<file path="src/rtl/lkv_pkg.sv">
// Shared constants, types and records of the LRU key-value cache.
package lkv_pkg;

  // Storage geometry.
  localparam int ENTRIES = 16;
  localparam int IDX_W   = $clog2(ENTRIES);
  localparam int RANK_W  = IDX_W;
  localparam int USED_W  = $clog2(ENTRIES + 1);

  // Field widths.
  localparam int CAP_W  = 5;
  localparam int KEY_W  = 32;
  localparam int DATA_W = 32;

  // Capacity after reset and the value a get returns on a miss.
  localparam logic [CAP_W-1:0]  CAP_RESET = CAP_W'(16);
  localparam logic [DATA_W-1:0] READ_MISS = '1;

  // Request kinds.
  typedef enum logic {
    REQ_GET = 1'b0,
    REQ_PUT = 1'b1
  } req_e;

  // Entry arrays as seen by the lookup logic.
  typedef logic [ENTRIES-1:0][KEY_W-1:0]  key_vec_t;
  typedef logic [ENTRIES-1:0][DATA_W-1:0] data_vec_t;
  typedef logic [ENTRIES-1:0][RANK_W-1:0] rank_vec_t;

  // Table update for one item.
  typedef struct packed {
    logic              en;         // touch or fill a slot
    logic              set_valid;  // slot newly becomes valid
    logic              write_key;
    logic              write_data;
    logic [IDX_W-1:0]  slot;
    logic [RANK_W-1:0] age_below;  // other valid slots with a smaller rank age by one
    logic [KEY_W-1:0]  key;
    logic [DATA_W-1:0] data;
  } upd_t;

  // Result of one item.
  typedef struct packed {
    logic              found;
    logic [DATA_W-1:0] read_value;
    logic              evicted;
  } res_t;

endpackage

</file>
<file path="src/rtl/lru_key_value_cache.sv">
// Top level of the fully associative LRU key-value cache.
//
// Usage: requests arrive on the slave stream. tuser carries the request kind
// (0 get, 1 put); tdata carries the key in the low 32 bits and the value in
// the high 32 bits. Every request gives exactly one item on the master
// stream: tdata is the read value (stored value on a get hit, all ones on a
// get miss, zero on a put) and tuser carries found (bit 0) and evicted (bit 1).
// An item passes an input register, is decided by one stage of parallel key
// compare and rank update over all 16 slots, and lands in a result register.
// The result is offered from the result register, and one item per cycle is
// sustained while the master side does not stall. The next item sees the table
// as left by the previous one.
// When the master side stalls, the result register holds its item, the input
// register holds one more, and s_axis_tready drops until the result is taken.
// Reset empties the cache at once (valid bits, ranks and fill count cleared)
// and sets the capacity to 16. The user writes the capacity through cfg_we_i
// and cfg_data_i only while no request is in flight; not enforced by the block.
module lru_key_value_cache (
  input  logic        clk_i,
  input  logic        rst_ni,
  // Configuration: capacity in use
  input  logic        cfg_we_i,
  input  logic [4:0]  cfg_data_i,
  // Request stream
  input  logic        s_axis_tvalid,
  output logic        s_axis_tready,
  input  logic [63:0] s_axis_tdata,   // key [31:0], value [63:32]
  input  logic [0:0]  s_axis_tuser,   // req_type [0]
  // Result stream
  output logic        m_axis_tvalid,
  input  logic        m_axis_tready,
  output logic [31:0] m_axis_tdata,   // read_value [31:0]
  output logic [1:0]  m_axis_tuser    // found [0], evicted [1]
);
  import lkv_pkg::*;

  logic [CAP_W-1:0]   cap_q;
  logic               in_valid_q;
  req_e               in_type_q;
  logic [KEY_W-1:0]   in_key_q;
  logic [DATA_W-1:0]  in_value_q;
  logic               out_valid_q;
  res_t               out_q;
  logic               proc_fire;
  logic               in_take;
  upd_t               upd;
  upd_t               upd_gated;
  res_t               res;
  logic [ENTRIES-1:0] valid;
  key_vec_t           keys;
  data_vec_t          datas;
  rank_vec_t          ranks;
  logic [USED_W-1:0]  used;

  // Handshake: decide when the result register is free or being drained.
  assign proc_fire     = in_valid_q && (!out_valid_q || m_axis_tready);
  assign s_axis_tready = !in_valid_q || proc_fire;
  assign in_take       = s_axis_tvalid && s_axis_tready;

  // Capacity register.
  always_ff @(posedge clk_i or negedge rst_ni) begin
    if (!rst_ni) begin
      cap_q <= CAP_RESET;
    end else if (cfg_we_i) begin
      cap_q <= cfg_data_i;
    end
  end

  // Input register valid flag.
  always_ff @(posedge clk_i or negedge rst_ni) begin
    if (!rst_ni) begin
      in_valid_q <= 1'b0;
    end else if (in_take) begin
      in_valid_q <= 1'b1;
    end else if (proc_fire) begin
      in_valid_q <= 1'b0;
    end
  end

  // Input register payload.
  always_ff @(posedge clk_i) begin
    if (in_take) begin
      in_type_q  <= req_e'(s_axis_tuser[0]);
      in_key_q   <= s_axis_tdata[KEY_W-1:0];
      in_value_q <= s_axis_tdata[KEY_W+DATA_W-1:KEY_W];
    end
  end

  // Decision for the item in the input register.
  lkv_decide u_decide (
    .req_type_i (in_type_q),
    .key_i      (in_key_q),
    .value_i    (in_value_q),
    .valid_i    (valid),
    .keys_i     (keys),
    .datas_i    (datas),
    .ranks_i    (ranks),
    .used_i     (used),
    .cap_i      (cap_q),
    .upd_o      (upd),
    .res_o      (res)
  );

  // The table changes only when the item actually moves on.
  always_comb begin
    upd_gated    = upd;
    upd_gated.en = upd.en && proc_fire;
  end

  lkv_table u_table (
    .clk_i   (clk_i),
    .rst_ni  (rst_ni),
    .upd_i   (upd_gated),
    .valid_o (valid),
    .keys_o  (keys),
    .datas_o (datas),
    .ranks_o (ranks),
    .used_o  (used)
  );

  // Result register valid flag.
  always_ff @(posedge clk_i or negedge rst_ni) begin
    if (!rst_ni) begin
      out_valid_q <= 1'b0;
    end else if (proc_fire) begin
      out_valid_q <= 1'b1;
    end else if (m_axis_tready) begin
      out_valid_q <= 1'b0;
    end
  end

  // Result register payload.
  always_ff @(posedge clk_i) begin
    if (proc_fire) begin
      out_q <= res;
    end
  end

  assign m_axis_tvalid   = out_valid_q;
  assign m_axis_tdata    = out_q.read_value;
  assign m_axis_tuser[0] = out_q.found;
  assign m_axis_tuser[1] = out_q.evicted;

  // A processed item always shows up in the result register next cycle.
  a_fire_gives_result: assert property (@(posedge clk_i) disable iff (!rst_ni)
    proc_fire |=> m_axis_tvalid)
    else $error("processed item did not reach the result register");

  // An eviction only happens on a put that missed.
  a_evict_not_found: assert property (@(posedge clk_i) disable iff (!rst_ni)
    m_axis_tvalid |-> !(out_q.found && out_q.evicted))
    else $error("result both found and evicted");

endmodule

</file>
<file path="src/rtl/lkv_decide.sv">
// Parallel key match, victim and free slot search, and per-item decision.
module lkv_decide (
  input  lkv_pkg::req_e                     req_type_i,
  input  logic [lkv_pkg::KEY_W-1:0]         key_i,
  input  logic [lkv_pkg::DATA_W-1:0]        value_i,
  input  logic [lkv_pkg::ENTRIES-1:0]       valid_i,
  input  lkv_pkg::key_vec_t                 keys_i,
  input  lkv_pkg::data_vec_t                datas_i,
  input  lkv_pkg::rank_vec_t                ranks_i,
  input  logic [lkv_pkg::USED_W-1:0]        used_i,
  input  logic [lkv_pkg::CAP_W-1:0]         cap_i,
  output lkv_pkg::upd_t                     upd_o,
  output lkv_pkg::res_t                     res_o
);
  import lkv_pkg::*;

  logic [ENTRIES-1:0] match;
  logic [ENTRIES-1:0] is_old;
  logic               hit;
  logic [IDX_W-1:0]   hit_idx;
  logic               old_ok;
  logic [IDX_W-1:0]   old_idx;
  logic               free_ok;
  logic [IDX_W-1:0]   free_idx;
  logic [USED_W-1:0]  used_m1;
  logic [USED_W-1:0]  cap_eff;
  logic               need_evict;

  // The least recent valid slot holds the rank one below the fill count.
  assign used_m1 = used_i - USED_W'(1);

  // Compare all slots at once.
  always_comb begin
    for (int i = 0; i < ENTRIES; i++) begin
      match[i]  = valid_i[i] && (keys_i[i] == key_i);
      is_old[i] = valid_i[i] && (ranks_i[i] == used_m1[RANK_W-1:0]);
    end
  end

  // Priority encoders: the lowest slot wins.
  always_comb begin
    hit      = 1'b0;
    hit_idx  = '0;
    old_ok   = 1'b0;
    old_idx  = '0;
    free_ok  = 1'b0;
    free_idx = '0;
    for (int i = ENTRIES - 1; i >= 0; i--) begin
      if (match[i]) begin
        hit     = 1'b1;
        hit_idx = IDX_W'(i);
      end
      if (is_old[i]) begin
        old_ok  = 1'b1;
        old_idx = IDX_W'(i);
      end
      if (!valid_i[i]) begin
        free_ok  = 1'b1;
        free_idx = IDX_W'(i);
      end
    end
  end

  // A capacity of zero acts as one, and values above the slot count saturate.
  always_comb begin
    if (cap_i == '0) begin
      cap_eff = USED_W'(1);
    end else if (USED_W'(cap_i) > USED_W'(ENTRIES)) begin
      cap_eff = USED_W'(ENTRIES);
    end else begin
      cap_eff = USED_W'(cap_i);
    end
  end

  assign need_evict = (used_i >= cap_eff);

  // Choose between hit, miss, evicting insert and plain insert.
  always_comb begin
    upd_o            = '0;
    upd_o.key        = key_i;
    upd_o.data       = value_i;
    res_o            = '0;
    if (hit) begin
      res_o.found     = 1'b1;
      upd_o.en        = 1'b1;
      upd_o.slot      = hit_idx;
      upd_o.age_below = ranks_i[hit_idx];
      if (req_type_i == REQ_GET) begin
        res_o.read_value = datas_i[hit_idx];
      end else begin
        upd_o.write_data = 1'b1;
      end
    end else if (req_type_i == REQ_GET) begin
      res_o.read_value = READ_MISS;
    end else if (need_evict) begin
      if (old_ok) begin
        res_o.evicted    = 1'b1;
        upd_o.en         = 1'b1;
        upd_o.slot       = old_idx;
        upd_o.age_below  = ranks_i[old_idx];
        upd_o.write_key  = 1'b1;
        upd_o.write_data = 1'b1;
      end
    end else if (free_ok) begin
      upd_o.en         = 1'b1;
      upd_o.set_valid  = 1'b1;
      upd_o.slot       = free_idx;
      upd_o.age_below  = RANK_W'(ENTRIES - 1);
      upd_o.write_key  = 1'b1;
      upd_o.write_data = 1'b1;
    end
  end

endmodule

</file>
<file path="src/rtl/lkv_table.sv">
// Entry storage: valid bits, keys, values, recency ranks and fill count.
module lkv_table (
  input  logic                        clk_i,
  input  logic                        rst_ni,
  input  lkv_pkg::upd_t               upd_i,
  output logic [lkv_pkg::ENTRIES-1:0] valid_o,
  output lkv_pkg::key_vec_t           keys_o,
  output lkv_pkg::data_vec_t          datas_o,
  output lkv_pkg::rank_vec_t          ranks_o,
  output logic [lkv_pkg::USED_W-1:0]  used_o
);
  import lkv_pkg::*;

  logic [ENTRIES-1:0] valid_q, valid_d;
  rank_vec_t          rank_q, rank_d;
  key_vec_t           key_q;
  data_vec_t          data_q;
  logic [USED_W-1:0]  used_q, used_d;

  // Recency and validity update: the touched slot becomes the most recent.
  always_comb begin
    valid_d = valid_q;
    rank_d  = rank_q;
    used_d  = used_q;
    if (upd_i.en) begin
      for (int i = 0; i < ENTRIES; i++) begin
        if (upd_i.slot == IDX_W'(i)) begin
          rank_d[i] = '0;
          if (upd_i.set_valid) begin
            valid_d[i] = 1'b1;
          end
        end else if (valid_q[i] && (rank_q[i] < upd_i.age_below)) begin
          rank_d[i] = rank_q[i] + RANK_W'(1);
        end
      end
      if (upd_i.set_valid) begin
        used_d = used_q + USED_W'(1);
      end
    end
  end

  // Control state with reset.
  always_ff @(posedge clk_i or negedge rst_ni) begin
    if (!rst_ni) begin
      valid_q <= '0;
      rank_q  <= '0;
      used_q  <= '0;
    end else begin
      valid_q <= valid_d;
      rank_q  <= rank_d;
      used_q  <= used_d;
    end
  end

  // Key and value payload, written only at the chosen slot.
  always_ff @(posedge clk_i) begin
    for (int i = 0; i < ENTRIES; i++) begin
      if (upd_i.en && (upd_i.slot == IDX_W'(i))) begin
        if (upd_i.write_key) begin
          key_q[i] <= upd_i.key;
        end
        if (upd_i.write_data) begin
          data_q[i] <= upd_i.data;
        end
      end
    end
  end

  assign valid_o = valid_q;
  assign keys_o  = key_q;
  assign datas_o = data_q;
  assign ranks_o = rank_q;
  assign used_o  = used_q;

  // The fill count always equals the number of valid slots.
  a_used_matches_valid: assert property (@(posedge clk_i) disable iff (!rst_ni)
    used_q == USED_W'($countones(valid_q)))
    else $error("fill count differs from number of valid slots");

  // The fill count never exceeds the slot count.
  a_used_bounded: assert property (@(posedge clk_i) disable iff (!rst_ni)
    used_q <= USED_W'(ENTRIES))
    else $error("fill count above slot count");

  // A fill targets a free slot, which is valid and most recent afterwards.
  a_fill_lands: assert property (@(posedge clk_i) disable iff (!rst_ni)
    (upd_i.en && upd_i.set_valid) |=>
      (valid_q[$past(upd_i.slot)] && (rank_q[$past(upd_i.slot)] == '0)))
    else $error("filled slot not valid and most recent");

endmodule
</file>
<file path="config.mk">
export PLATFORM = sky130hd
export DESIGN_NAME = lru_key_value_cache
export DESIGN_NICKNAME = d
export VERILOG_FILES = /design/src/rtl/lkv_pkg.sv /design/src/rtl/lru_key_value_cache.sv /design/src/rtl/lkv_decide.sv /design/src/rtl/lkv_table.sv
export SDC_FILE = /design/constraint.sdc
export NUM_CORES = 2
export LEC_CHECK = 0
export ABC_AREA = 1
export BUFFER_PORTS_ARGS = -buffer_cell sky130_fd_sc_hd__buf_2
export CAP_MARGIN = 0
export CORE_MARGIN = 5
export CORE_UTILIZATION = 35
export DETAILED_ROUTE_END_ITERATION = 7
export GPL_ROUTABILITY_DRIVEN = 0
export PLACE_DENSITY_LB_ADDON = 0.25
export SLEW_MARGIN = 5
export SYNTH_ARGS = -nofsm -noshare
export SYNTH_HDL_FRONTEND = slang
export SYNTH_SLANG_ARGS = --single-unit
export TNS_END_PERCENT = 50
</file>
<file path="constraint.sdc">
create_clock -name clk_i -period 5.9 [get_ports clk_i]
set_clock_uncertainty 0.1 [all_clocks]
set_input_delay 0.59 -clock clk_i [delete_from_list [all_inputs] [get_ports clk_i]]
set_output_delay 0.59 -clock clk_i [all_outputs]
set_load 0.02 [all_outputs]
</file>
==> results.tsv <==
metric	value	unit
cts_buffers	133	
htreeDepth	4	
drc	0	
required	6.48	ns
dpl.cell_count	6896	
power.leakage	0.0229	uW
ys_seq_area_frac	0.667	
clk_latency	0.78	ns
finalHoldViolations	0	
grt_pass1_vias	37500	
synth_area_leaders	edfxtp_1, nand2_1, dfrtp_1	
async_flop_share	0.0757	
switching_share	0.237	
syn_nets	4836	
drive_above_1_share	0.139	
antennaDiodeCount	0	
grt_pass1_wl	257	mm
grt_remaining_overflow	0	
final-setup-viol-count	0	
cp_max_fo	13	
finish.utilization	0.415	
fin_cells	7217	
ios	111	
internal_power	14100	uW
startpoint_type	flip-flop	
p_switching	4400	uW
maxSlewViolCount	0	
crit_type	reg2reg	
fill_cells	14400	
ys.flop_type	edfxtp_1	
dp_hpwl	108	mm
antenna_found_initial	9	
ys_ff_latch	1215	
area_growth_syn_to_layout	18.1	%
status	complete, no violations	
fp.dieH	403	um
fmax	180	MHz
dr.pass1.iters	7	
netlist.area_leader.share	0.625	
ant_nets	0	
initialDrtViolationCount	4393	
cts.clk_slew.worst_paths	0.06	ns
placementRows	144	
die_x	403	um
clockPowerShare	0.427	
hold_path_class	in2reg	
avgViaCountPerCell	5.47	
synth_cell_types	59	
ir_worst_vdd	0.000303	V
synth-warning-count	0	
cpPeakStageDelay	0.58	ns
synth-edff-count	1123	
rsz0062_at_grt	no	
clockRootBuffer	clkbuf_16	
wl_per_cell	24.5	um
die_area	162000	um2
grt_util_all_layers	0.213	
grt_start_max_net_pins	152	
syn_avg_cell_area	11.4	um2
worst_pin_slew	1.03	ns
cp_data_arrival_time	6.13	ns
slew-limit-headroom	0.315	
num_vias	39500	
pwr-share-seq	0.519	
start_util	0.351	
synthCells	4722	
routed_wl	177	mm
powerDensity	290	nW/um2
cp-end-kind	flip-flop	
cts_buffer_depth	3	
numPortBuffers	110	
core	154000	um2
fin_nets	5185	
min_period	5.54	ns
p_comb_frac	0.054	
setup_tns	0	ns
clock_sinks	1215	
yosysTopAreaCell	edfxtp_1	
cts_tree	yes	
syn_area	54000	um2
crit_slowest_cell	inv_1	
cap_violations	0	
cp_common_cell	nand2_1	
period_share	0.940	
-- metal layers --
layer / part of all wire / GRT usage
met3: 0.082 / 0.0375
met5: 0.00029 / 0
met1: 0.43 / 0.298
met4: 0.034 / 0.0752
met2: 0.46 / 0.334
-- kinds of logic after synthesis --
group | after synthesis | share of synthesized area
AOI/OAI and AO/OA | 983 | 0.108
and+or+nand+nor | 1731 | 0.139
xor gates and xnor gates | 196 | 0.0318
buffers and inverters | 558 | 0.0456
DFF | 1215 | 0.667
adders and majority gates | 39 | 0.00904
-- synth_stat cells, types with 4 or more instances --
cell type / count
o221ai_1: 13
a22o_1: 22
o21ai_1: 26
nor2_1: 463
nor3_2: 4
dfrtp_1: 91
ha_1: 39
xnor2_1: 120
nand3_1: 213
edfxtp_1: 1123
o31ai_1: 16
a31oi_1: 5
a21oi_1: 139
and2_1: 4
o211ai_1: 10
buf_2: 89
o22ai_1: 196
a22oi_1: 7
a211oi_1: 16
nand3_2: 13
buf_4: 28
clkbuf_1: 92
nand2_2: 21
a221o_1: 33
xor2_1: 76
inv_1: 286
nand2_4: 18
o2111ai_1: 19
nand4_1: 54
buf_6: 18
inv_2: 23
clkinv_1: 11
o21ai_0: 445
nor3_1: 33
a221oi_1: 16
nor4_1: 35
or4_1: 11
buf_1: 8
or2_2: 28
o21a_1: 6
nand2_1: 826
-- layout make-up --
class                   count  area [um2]  share of cell area
well taps                2044        2560              0.0401
repair buffers            451        4080              0.0640
flip-flops and latches   1215       36000               0.565
clock inverters            69         629             0.00987
inverters                 321        1250              0.0196
multi-input cells        2949       15800               0.247
clock buffers             168        3460              0.0542
-- metrics by stage --
| step | cell area (um2) | hold WS [ns] | setup slack (ns) | total power, uW |
|---|---|---|---|---|
| 2_1_floorplan | 54000 | 0.194 | 0.462 | 10200 |
| 3_3_place_gp | 58800 | 0.366 | 0.285 | 10700 |
| 3_5_place_dp | 58800 | 0.377 | 0.193 | 10700 |
| 4_1_cts | 63700 | 0.00757 | 0.118 | 18600 |
| 5_1_grt | 63800 | 0.0404 | 0.0273 | 19100 |
| 6_report | 63800 | 0.0638 | 0.355 | 18500 |
-- power groups by stage --
stage               clock [uW]  combinational (uW)  sequential (uW)
global route              8430                1040             9620
finish                    7910                 993             9610
floorplan                    0                 415             9810
global placement             0                 926             9790
CTS                       8050                 975             9610
detailed placement           0                 930             9790
-- final timing paths --
check	end	slack (ns)	depth (start not counted)	start
worst max-delay path	u_table.ranks_o[11]	0.36	30	in_key_q[2]
worst min-delay path	cap_q[1]	0.06	2	cfg_we_i
worst max register to register	u_table.ranks_o[11]	0.36	30	in_key_q[2]
worst min register to register	u_table.used_o[4]	0.38	1	u_table.used_o[4]
max in group asynchronous	u_table.valid_o[9]	4.19	3	rst_ni
min in group asynchronous	u_table.ranks_o[15]	0.34	2	rst_ni
-- registers in the layout (all words and copies together), names as in the netlist --
name             flops
in_valid_q           1
in_key_q            32
cap_q                5
u_table.valid_o     16
m_axis_tdata        32
in_value_q          32
in_type_q            1
u_table.ranks_o     64
u_table.datas_o    512
u_table.used_o       5
m_axis_tvalid        1
u_table.keys_o     512
m_axis_tuser         2
-- critical path, delay by kind of cell, from the launching register on --
kind | cells | cell delay [ns]
AND/OR/NAND/NOR | 16 | 2.05
buffers and inverters | 7 | 1.47
AO/OA/AOI/OAI | 6 | 1.22
flip-flops | 1 | 0.38
adder cells (fa/ha/maj) | 1 | 0.18
-- placed cells by master, fill, tap and decap left out, drive strengths merged, types with 16 or more instances in the layout --
cell type,instances
a221o,33
dlygate4sd3,77
o22ai,196
xor2,76
o2111ai,19
edfxtp,1123
o31ai,16
or2,28
a211oi,16
inv,309
ha,39
a22o,22
xnor2,120
a221oi,16
nand4,55
o21ai,474
nand2,865
buf,374
dfrtp,91
nor2,463
a21oi,140
nor3,37
nor4,36
clkbuf,168
nand3,226
clkinv,71
-- what timing repair did --
item	in CTS	in global routing
endpoints found under the setup margin	0	59
resized for setup	0	18
setup buffers	0	7
hold buffers	77	0
endpoints found under the hold margin	115	0
(Power assumes the default switching activity.)
